--- src/hdl/tmsp_pkg.sv ---
package tmsp_pkg;

    localparam int PERIOD_W = 12;
    localparam int TIME_W   = 21;
    localparam int PAUSE_W  = 15;

    // One input request: a song character or a one-microsecond tick.
    typedef struct packed {
        logic       func;
        logic [7:0] char_code;
    } t_req;

    // One result per request.
    typedef struct packed {
        logic pin_level;
        logic busy_res;
        logic refused;
    } t_res;

    typedef enum logic [1:0] {
        PH_IDLE,
        PH_TONE,
        PH_REST,
        PH_PAUSE
    } t_phase;

    // Position inside the letter, digit, separator triple.
    typedef enum logic [1:0] {
        SLOT_NOTE,
        SLOT_DIGIT,
        SLOT_SEP
    } t_slot;

    // Decoded values of one character, in each of its three roles.
    typedef struct packed {
        logic [PERIOD_W-1:0] period;
        logic [TIME_W-1:0]   dur_us;
        logic [PAUSE_W-1:0]  pause_us;
    } t_dec;

    localparam logic FUNC_CHAR = 1'b0;
    localparam logic FUNC_TICK = 1'b1;

    localparam logic [7:0] CH_NUL   = 8'h00;
    localparam logic [7:0] CH_PLUS  = 8'h2B;
    localparam logic [7:0] CH_DOT   = 8'h2E;
    localparam logic [7:0] CH_UNDER = 8'h5F;
    localparam logic [7:0] CH_UP_A  = 8'h41;
    localparam logic [7:0] CH_UP_G  = 8'h47;
    localparam logic [7:0] CH_LO_A  = 8'h61;
    localparam logic [7:0] CH_LO_G  = 8'h67;
    localparam logic [7:0] CH_ZERO  = 8'h30;
    localparam logic [7:0] CH_NINE  = 8'h39;

    typedef logic [PERIOD_W-1:0] t_period_tbl [7];
    typedef logic [TIME_W-1:0]   t_dur_tbl [10];

    // Periods in microseconds for letters A..G and a..g.
    localparam t_period_tbl UPPER_PERIODS = '{
        12'd2272, 12'd2024, 12'd3816, 12'd3401, 12'd3030, 12'd2865, 12'd2551
    };
    localparam t_period_tbl LOWER_PERIODS = '{
        12'd1136, 12'd1012, 12'd1912, 12'd1703, 12'd1517, 12'd1432, 12'd1275
    };

    // Digit n gives n * 200 ms, held here in microseconds.
    localparam t_dur_tbl DIGIT_DUR_US = '{
        21'd0,       21'd200000,  21'd400000,  21'd600000,  21'd800000,
        21'd1000000, 21'd1200000, 21'd1400000, 21'd1600000, 21'd1800000
    };
    localparam logic [TIME_W-1:0] DEFAULT_DUR_US = 21'd400000;

    localparam logic [PAUSE_W-1:0] PAUSE_NONE_US  = 15'd0;
    localparam logic [PAUSE_W-1:0] PAUSE_SHORT_US = 15'd5000;
    localparam logic [PAUSE_W-1:0] PAUSE_DOT_US   = 15'd20000;
    localparam logic [PAUSE_W-1:0] PAUSE_LONG_US  = 15'd30000;

endpackage

--- src/hdl/tmsp_decode.sv ---
module tmsp_decode (
    input  logic [7:0]     i_char,
    output tmsp_pkg::t_dec o_dec
);

    logic [7:0] up_off;
    logic [7:0] lo_off;

    assign up_off = i_char - tmsp_pkg::CH_UP_A;
    assign lo_off = i_char - tmsp_pkg::CH_LO_A;

    always_comb begin
        // Note letter: anything outside A..G and a..g is a rest.
        if (i_char inside {[tmsp_pkg::CH_UP_A:tmsp_pkg::CH_UP_G]}) begin
            o_dec.period = tmsp_pkg::UPPER_PERIODS[up_off[2:0]];
        end else if (i_char inside {[tmsp_pkg::CH_LO_A:tmsp_pkg::CH_LO_G]}) begin
            o_dec.period = tmsp_pkg::LOWER_PERIODS[lo_off[2:0]];
        end else begin
            o_dec.period = '0;
        end

        // Duration digit: the low nibble of an ASCII digit is its value.
        if (i_char inside {[tmsp_pkg::CH_ZERO:tmsp_pkg::CH_NINE]}) begin
            o_dec.dur_us = tmsp_pkg::DIGIT_DUR_US[i_char[3:0]];
        end else begin
            o_dec.dur_us = tmsp_pkg::DEFAULT_DUR_US;
        end

        // Separator; a comma and any unknown character both give the short pause.
        case (i_char)
            tmsp_pkg::CH_PLUS:  o_dec.pause_us = tmsp_pkg::PAUSE_NONE_US;
            tmsp_pkg::CH_DOT:   o_dec.pause_us = tmsp_pkg::PAUSE_DOT_US;
            tmsp_pkg::CH_UNDER: o_dec.pause_us = tmsp_pkg::PAUSE_LONG_US;
            default:            o_dec.pause_us = tmsp_pkg::PAUSE_SHORT_US;
        endcase
    end

endmodule

--- src/hdl/tmsp_core.sv ---
module tmsp_core (
    input  logic           i_clk,
    input  logic           i_rst_n,
    input  logic           i_step,
    input  tmsp_pkg::t_req i_req,
    output tmsp_pkg::t_res o_res
);

    tmsp_pkg::t_dec dec;

    tmsp_pkg::t_phase                r_phase, n_phase;
    tmsp_pkg::t_slot                 r_slot, n_slot;
    logic [tmsp_pkg::PERIOD_W-1:0]   r_period, n_period;
    logic [tmsp_pkg::TIME_W-1:0]     r_dur_us, n_dur_us;
    logic [tmsp_pkg::PAUSE_W-1:0]    r_pause_us, n_pause_us;
    logic [tmsp_pkg::TIME_W-1:0]     r_elapsed, n_elapsed;
    logic [tmsp_pkg::TIME_W-1:0]     r_cd, n_cd;
    logic                            r_half_low, n_half_low;
    logic                            r_pin, n_pin;

    logic                            expired;
    logic                            go_pause;
    logic                            refused;
    logic [tmsp_pkg::TIME_W-1:0]     elapsed_sum;
    logic [tmsp_pkg::TIME_W-1:0]     half_period;

    tmsp_decode u_decode (
        .i_char (i_req.char_code),
        .o_dec  (dec)
    );

    assign expired     = (r_cd <= tmsp_pkg::TIME_W'(1));
    assign elapsed_sum = r_elapsed + tmsp_pkg::TIME_W'(r_period);
    assign half_period = tmsp_pkg::TIME_W'(r_period[tmsp_pkg::PERIOD_W-1:1]);

    always_comb begin
        n_phase    = r_phase;
        n_slot     = r_slot;
        n_period   = r_period;
        n_dur_us   = r_dur_us;
        n_pause_us = r_pause_us;
        n_elapsed  = r_elapsed;
        n_cd       = r_cd;
        n_half_low = r_half_low;
        n_pin      = r_pin;
        go_pause   = 1'b0;
        refused    = 1'b0;

        if (i_req.func == tmsp_pkg::FUNC_TICK) begin
            if (r_phase != tmsp_pkg::PH_IDLE) begin
                n_cd = expired ? '0 : r_cd - tmsp_pkg::TIME_W'(1);
                if (expired) begin
                    case (r_phase)
                        tmsp_pkg::PH_TONE: begin
                            if (!r_half_low) begin
                                n_half_low = 1'b1;
                                n_pin      = 1'b0;
                                n_cd       = half_period;
                            end else begin
                                n_elapsed = elapsed_sum;
                                if (elapsed_sum < r_dur_us) begin
                                    n_half_low = 1'b0;
                                    n_pin      = 1'b1;
                                    n_cd       = half_period;
                                end else begin
                                    go_pause = 1'b1;
                                end
                            end
                        end
                        tmsp_pkg::PH_REST: begin
                            go_pause = 1'b1;
                        end
                        default: begin
                            n_phase = tmsp_pkg::PH_IDLE;
                            n_pin   = 1'b0;
                        end
                    endcase
                end
            end
        end else if (r_phase != tmsp_pkg::PH_IDLE) begin
            refused = 1'b1;
        end else if (i_req.char_code == tmsp_pkg::CH_NUL) begin
            n_slot = tmsp_pkg::SLOT_NOTE;
        end else begin
            case (r_slot)
                tmsp_pkg::SLOT_NOTE: begin
                    n_period = dec.period;
                    n_slot   = tmsp_pkg::SLOT_DIGIT;
                end
                tmsp_pkg::SLOT_DIGIT: begin
                    n_dur_us = dec.dur_us;
                    n_slot   = tmsp_pkg::SLOT_SEP;
                end
                default: begin
                    // Separator closes the triple and starts the note; a zero duration goes straight to the pause.
                    n_pause_us = dec.pause_us;
                    n_slot     = tmsp_pkg::SLOT_NOTE;
                    if (r_dur_us == '0) begin
                        go_pause = 1'b1;
                    end else if (r_period != '0) begin
                        n_phase    = tmsp_pkg::PH_TONE;
                        n_elapsed  = '0;
                        n_half_low = 1'b0;
                        n_pin      = 1'b1;
                        n_cd       = half_period;
                    end else begin
                        n_phase = tmsp_pkg::PH_REST;
                        n_pin   = 1'b0;
                        n_cd    = r_dur_us;
                    end
                end
            endcase
        end

        if (go_pause) begin
            n_pin      = 1'b0;
            n_half_low = 1'b0;
            if (n_pause_us == '0) begin
                n_phase = tmsp_pkg::PH_IDLE;
                n_cd    = '0;
            end else begin
                n_phase = tmsp_pkg::PH_PAUSE;
                n_cd    = tmsp_pkg::TIME_W'(n_pause_us);
            end
        end

        o_res.pin_level = n_pin;
        o_res.busy_res  = (n_phase != tmsp_pkg::PH_IDLE);
        o_res.refused   = refused;
    end

    always_ff @(posedge i_clk) begin
        if (!i_rst_n) begin
            r_phase    <= tmsp_pkg::PH_IDLE;
            r_slot     <= tmsp_pkg::SLOT_NOTE;
            r_period   <= '0;
            r_dur_us   <= '0;
            r_pause_us <= '0;
            r_elapsed  <= '0;
            r_cd       <= '0;
            r_half_low <= 1'b0;
            r_pin      <= 1'b0;
        end else if (i_step) begin
            r_phase    <= n_phase;
            r_slot     <= n_slot;
            r_period   <= n_period;
            r_dur_us   <= n_dur_us;
            r_pause_us <= n_pause_us;
            r_elapsed  <= n_elapsed;
            r_cd       <= n_cd;
            r_half_low <= n_half_low;
            r_pin      <= n_pin;
        end
    end

endmodule

--- src/hdl/text_melody_square_wave_player.sv ---
// A request accepted into the input register has its result written to the result register.
// Throughput: one request per cycle while the consumer takes results, set by the single
// pass through the player logic between the input register and the result register.
// Reset: synchronous, active low; clears the player to idle with the pin low,
// the triple position at the note letter, and both pipeline registers empty.
module text_melody_square_wave_player (
    input  logic           i_clk,
    input  logic           i_rst_n,
    input  logic           i_req_valid,
    output logic           o_req_ready,
    input  tmsp_pkg::t_req i_req,
    output logic           o_res_valid,
    input  logic           i_res_ready,
    output tmsp_pkg::t_res o_res
);

    // Input register holds one request until the player has processed it.
    logic           r_in_valid;
    tmsp_pkg::t_req r_in;

    // Result register holds the finished result until the consumer takes it.
    logic           r_out_valid;
    tmsp_pkg::t_res r_out;

    logic           drain;
    tmsp_pkg::t_res core_res;

    // The held request moves on when the result register is empty or is being
    // emptied in this cycle. Only then does the player state advance, so a
    // stalled consumer freezes the song exactly where it is.
    assign drain       = r_in_valid && (!r_out_valid || i_res_ready);

    // A new request is taken whenever the input register is free or moves on now,
    // which lets a request enter in every cycle while results keep flowing.
    assign o_req_ready = !r_in_valid || drain;

    tmsp_core u_core (
        .i_clk   (i_clk),
        .i_rst_n (i_rst_n),
        .i_step  (drain),
        .i_req   (r_in),
        .o_res   (core_res)
    );

    always_ff @(posedge i_clk) begin
        if (!i_rst_n) begin
            r_in_valid  <= 1'b0;
            r_out_valid <= 1'b0;
        end else begin
            if (i_req_valid && o_req_ready) begin
                r_in_valid <= 1'b1;
            end else if (drain) begin
                r_in_valid <= 1'b0;
            end

            if (drain) begin
                r_out_valid <= 1'b1;
            end else if (i_res_ready) begin
                r_out_valid <= 1'b0;
            end
        end
    end

    // Payload registers carry no reset; the valid flags guard them.
    always_ff @(posedge i_clk) begin
        if (i_req_valid && o_req_ready) begin
            r_in <= i_req;
        end
        if (drain) begin
            r_out <= core_res;
        end
    end

    assign o_res_valid = r_out_valid;
    assign o_res       = r_out;

endmodule

--- config.mk ---
export PLATFORM = sky130hd
export DESIGN_NAME = text_melody_square_wave_player
export DESIGN_NICKNAME = d
export VERILOG_FILES = /design/src/hdl/tmsp_pkg.sv /design/src/hdl/tmsp_decode.sv /design/src/hdl/tmsp_core.sv /design/src/hdl/text_melody_square_wave_player.sv
export SDC_FILE = /design/constraint.sdc
export NUM_CORES = 1
export LEC_CHECK = 0
export ABC_AREA = 0
export ABC_CLOCK_PERIOD_IN_PS = 6500
export BUFFER_PORTS_ARGS = -buffer_cell sky130_fd_sc_hd__buf_4
export CORE_MARGIN = 2
export CORE_UTILIZATION = 45
export CTS_BUF_LIST = sky130_fd_sc_hd__clkbuf_16
export DETAILED_ROUTE_END_ITERATION = 8
export SLEW_MARGIN = 20
export SYNTH_ARGS = -nofsm -noshare
export SYNTH_HDL_FRONTEND = slang
export SYNTH_HIERARCHICAL = 1
export SYNTH_SLANG_ARGS = --single-unit
export TNS_END_PERCENT = 20
--- constraint.sdc ---
create_clock -name i_clk -period 6.5 [get_ports i_clk]
set_clock_uncertainty 0.2 [all_clocks]
set_input_delay 1.3 -clock i_clk [delete_from_list [all_inputs] [get_ports i_clk]]
set_output_delay 1.3 -clock i_clk [all_outputs]
set_load 0.03 [all_outputs]
==> impl_metrics.tcl <==
set metrics [dict create \
    worstHoldStart "u_core/r_elapsed[9]" \
    route.detailed.drc 0 \
    grt_pass1_wl_um 34200 \
    ant_nets 0 \
    io_buffer_count 17 \
    clk_pin_slew_ns 0.07 \
    leakage_nw 3.19 \
    syn2layout_area_growth_pct 5.73 \
    place_congestion 0.960 \
    yosysMostFrequentCell "nand2_1" \
    timing.hold.ws_ns 0.259 \
    ys_types 78 \
    grt_pass1_vias 6152 \
    slew_headroom_pct 40.7 \
    grt_max_degree 74 \
    postCtsHoldBufs 0 \
    overflow 0 \
    setup_tns_ns 0 \
    post_drt_wl_per_cell_um 18.4 \
    syn_inst 938 \
    antenna_found_initial 1 \
    rsz0062_at_grt "false" \
    hpwl_um 15500 \
    synth.area.top_cells "dfxtp_1, ha_1, mux2i_1" \
    synthTopCellsByCount "nand2_1, dfxtp_1, nor2_1, a21oi_1, mux2i_1" \
    vdd_drop_max_v 0.000144 \
    yosysWarnings 6 \
    routed_wl_um 21100 \
    tightest_slew_ns 0.890 \
    cts.sinks 110 \
    cts_tree "yes" \
    finish.net_count 979 \
    clk_latency_ns 0.36 \
    async_flop_share_pct 0 \
    drv_slew 0 \
    min_path_type "reg2reg" \
    fillers 1624 \
    cts_made_buffers 9 \
    reg2reg_from "u_core/r_period[0]" \
    start_kind "flip-flop" \
    worstPathArrival_ns 4.84 \
    syn_area_um2 7670 \
    die_area_um2 18100 \
    cts_htree_levels 3 \
    drv_cap 0 \
    timing.critical_path.to_type "flip-flop" \
    clock_path_buffers 2 \
    ioPinCount 18 \
    cts_setup_buffers 0 \
    fmax_ghz 0.211 \
    period_needed_ns 4.73 \
    synth_top_cell_by_area "dfxtp_1" \
    core_area_um2 16600 \
    ys_seq_area_share_pct 30.3 \
    timing.final.crit_share_pct 72.8 \
    cp.required_ns 6.60 \
    postSynthAreaPerCell_um2 8.17 \
    finalSetupViolations 0 \
    yosys.area.top_type_share_pct 25.6 \
    startpoint "u_core/r_period[0]" \
    power_density_nw_per_um2 168 \
    start_util_pct 46.1 \
    vias_per_cell 5.85 \
    num_rows 47 \
    die_y_um 135 \
    track_usage_pct 23.9 \
    worstSetupPathType "reg2reg" \
    drive_gt1_share_pct 7.58 \
    synth_edf_count 12 \
    vias 6693 \
    drtIter0Drc 425 \
    die_w_um 135 \
    path_max_fanout 15 \
    synth_flop_cell "dfxtp_1" \
    status "completed" \
    root_buffer "clkbuf_16" \
    synth-seq-cells 110 \
    hold_viol_final 0 \
    cts.repair.resized 0 \
    firstDrtPassIters 6 \
]
-- sequential cells by signal, summed over array words and instances (netlist names) --
signal	flops
o_res_valid	1
u_core/r_cd	21
u_core/r_half_low	1
u_core/r_dur_us	21
u_core/r_slot	2
u_core/r_period	12
u_core/r_pin	1
o_res	3
u_core/r_elapsed	21
r_in	9
r_in_valid	1
u_core/r_phase	2
u_core/r_pause_us	15
-- worst max-delay path, cell delays in order, from the launching register on --
cell and delay [ns]:
dfxtp_1 0.33, ha_1 0.24, fa_1 0.42, a211oi_1 0.23, o21bai_1 0.12, nand2_1 0.09, a221o_1 0.16, a21o_1 0.35
xnor2_1 0.17, ha_1 0.26, a21oi_1 0.11, o21ai_0 0.12, a2111oi_0 0.38, and3_1 0.24, or2_2 0.18, a31oi_4 0.24
a2111oi_0 0.60, a31o_2 0.23
-- stage by stage --
stage          utilization (%)  instance area, µm²  total power, mW  cells  setup slack [ns]
2_1_floorplan                -                7700            0.829    948              2.14
6_report                  48.7                8110             1.36   1145              1.77
3_3_place_gp              47.1                7840            0.862   1128              1.92
3_5_place_dp              47.1                7840            0.863   1128              1.83
5_1_grt                   48.7                8100             1.42   1144              1.44
4_1_cts                   48.7                8100             1.37   1144              1.80
-- report_power, final --
group          internal (mW)  total (mW)  switching (mW)
Combinational         0.0514       0.140          0.0891
Clock                  0.255       0.514           0.260
Sequential             0.694       0.709          0.0149
-- final timing paths --
path         slack, ns  cells after the start                   to
max               1.77                     17         u_core/r_pin
min               0.26                      2  u_core/r_elapsed[9]
max reg2reg       1.77                     17         u_core/r_pin
min reg2reg       0.26                      2  u_core/r_elapsed[9]
-- layer usage --
metal / global-route usage (%) / part of all wire (%) / vias to the layer above
li1: - / - / 3307
met1: 33.9 / 47 / 3154
met2: 36.3 / 44 / 189
met3: 3.75 / 5.3 / 43
met4: 9.82 / 3.5 / 0
met5: 0 / 0 / -
-- logic make-up (layout without fill, tap and decap cells) --
logic type	after synthesis	count (layout)	share of synthesized area, %
AND/OR/NAND/NOR	360	360	24.1
multiplexers	53	53	6.99
flip-flops	110	110	30.3
XOR/XNOR	33	33	3.77
adder cells (fa/ha/maj)	47	47	7.77
buffers and inverters	109	85	6.74
other	1	12	0.0489
AO/OA/AOI/OAI	225	225	20.3
-- area by class of cell --
class	count	area, µm²	area share, %
Multi-Input combinational cell	729	4880	60.2
Sequential cell	110	2320	28.7
Tap cell	220	275	3.40
Clock buffer	9	225	2.78
Timing Repair Buffer	28	210	2.59
Inverter	41	154	1.90
Clock inverter	7	35.0	0.432
Antenna cell	1	2.50	0.0309
-- cells in the final DEF (no fill, tap or decap), drive strengths merged, types with 24 or more instances in the layout --
| master | instances |
|---|---|
| nand2 | 109 |
| buf | 28 |
| inv | 42 |
| nor4 | 24 |
| nor2 | 67 |
| o21ai | 36 |
| a21oi | 61 |
| nand3 | 30 |
| mux2i | 49 |
| ha | 46 |
| nor2b | 36 |
| dfxtp | 98 |
(Power assumes the default switching activity.)
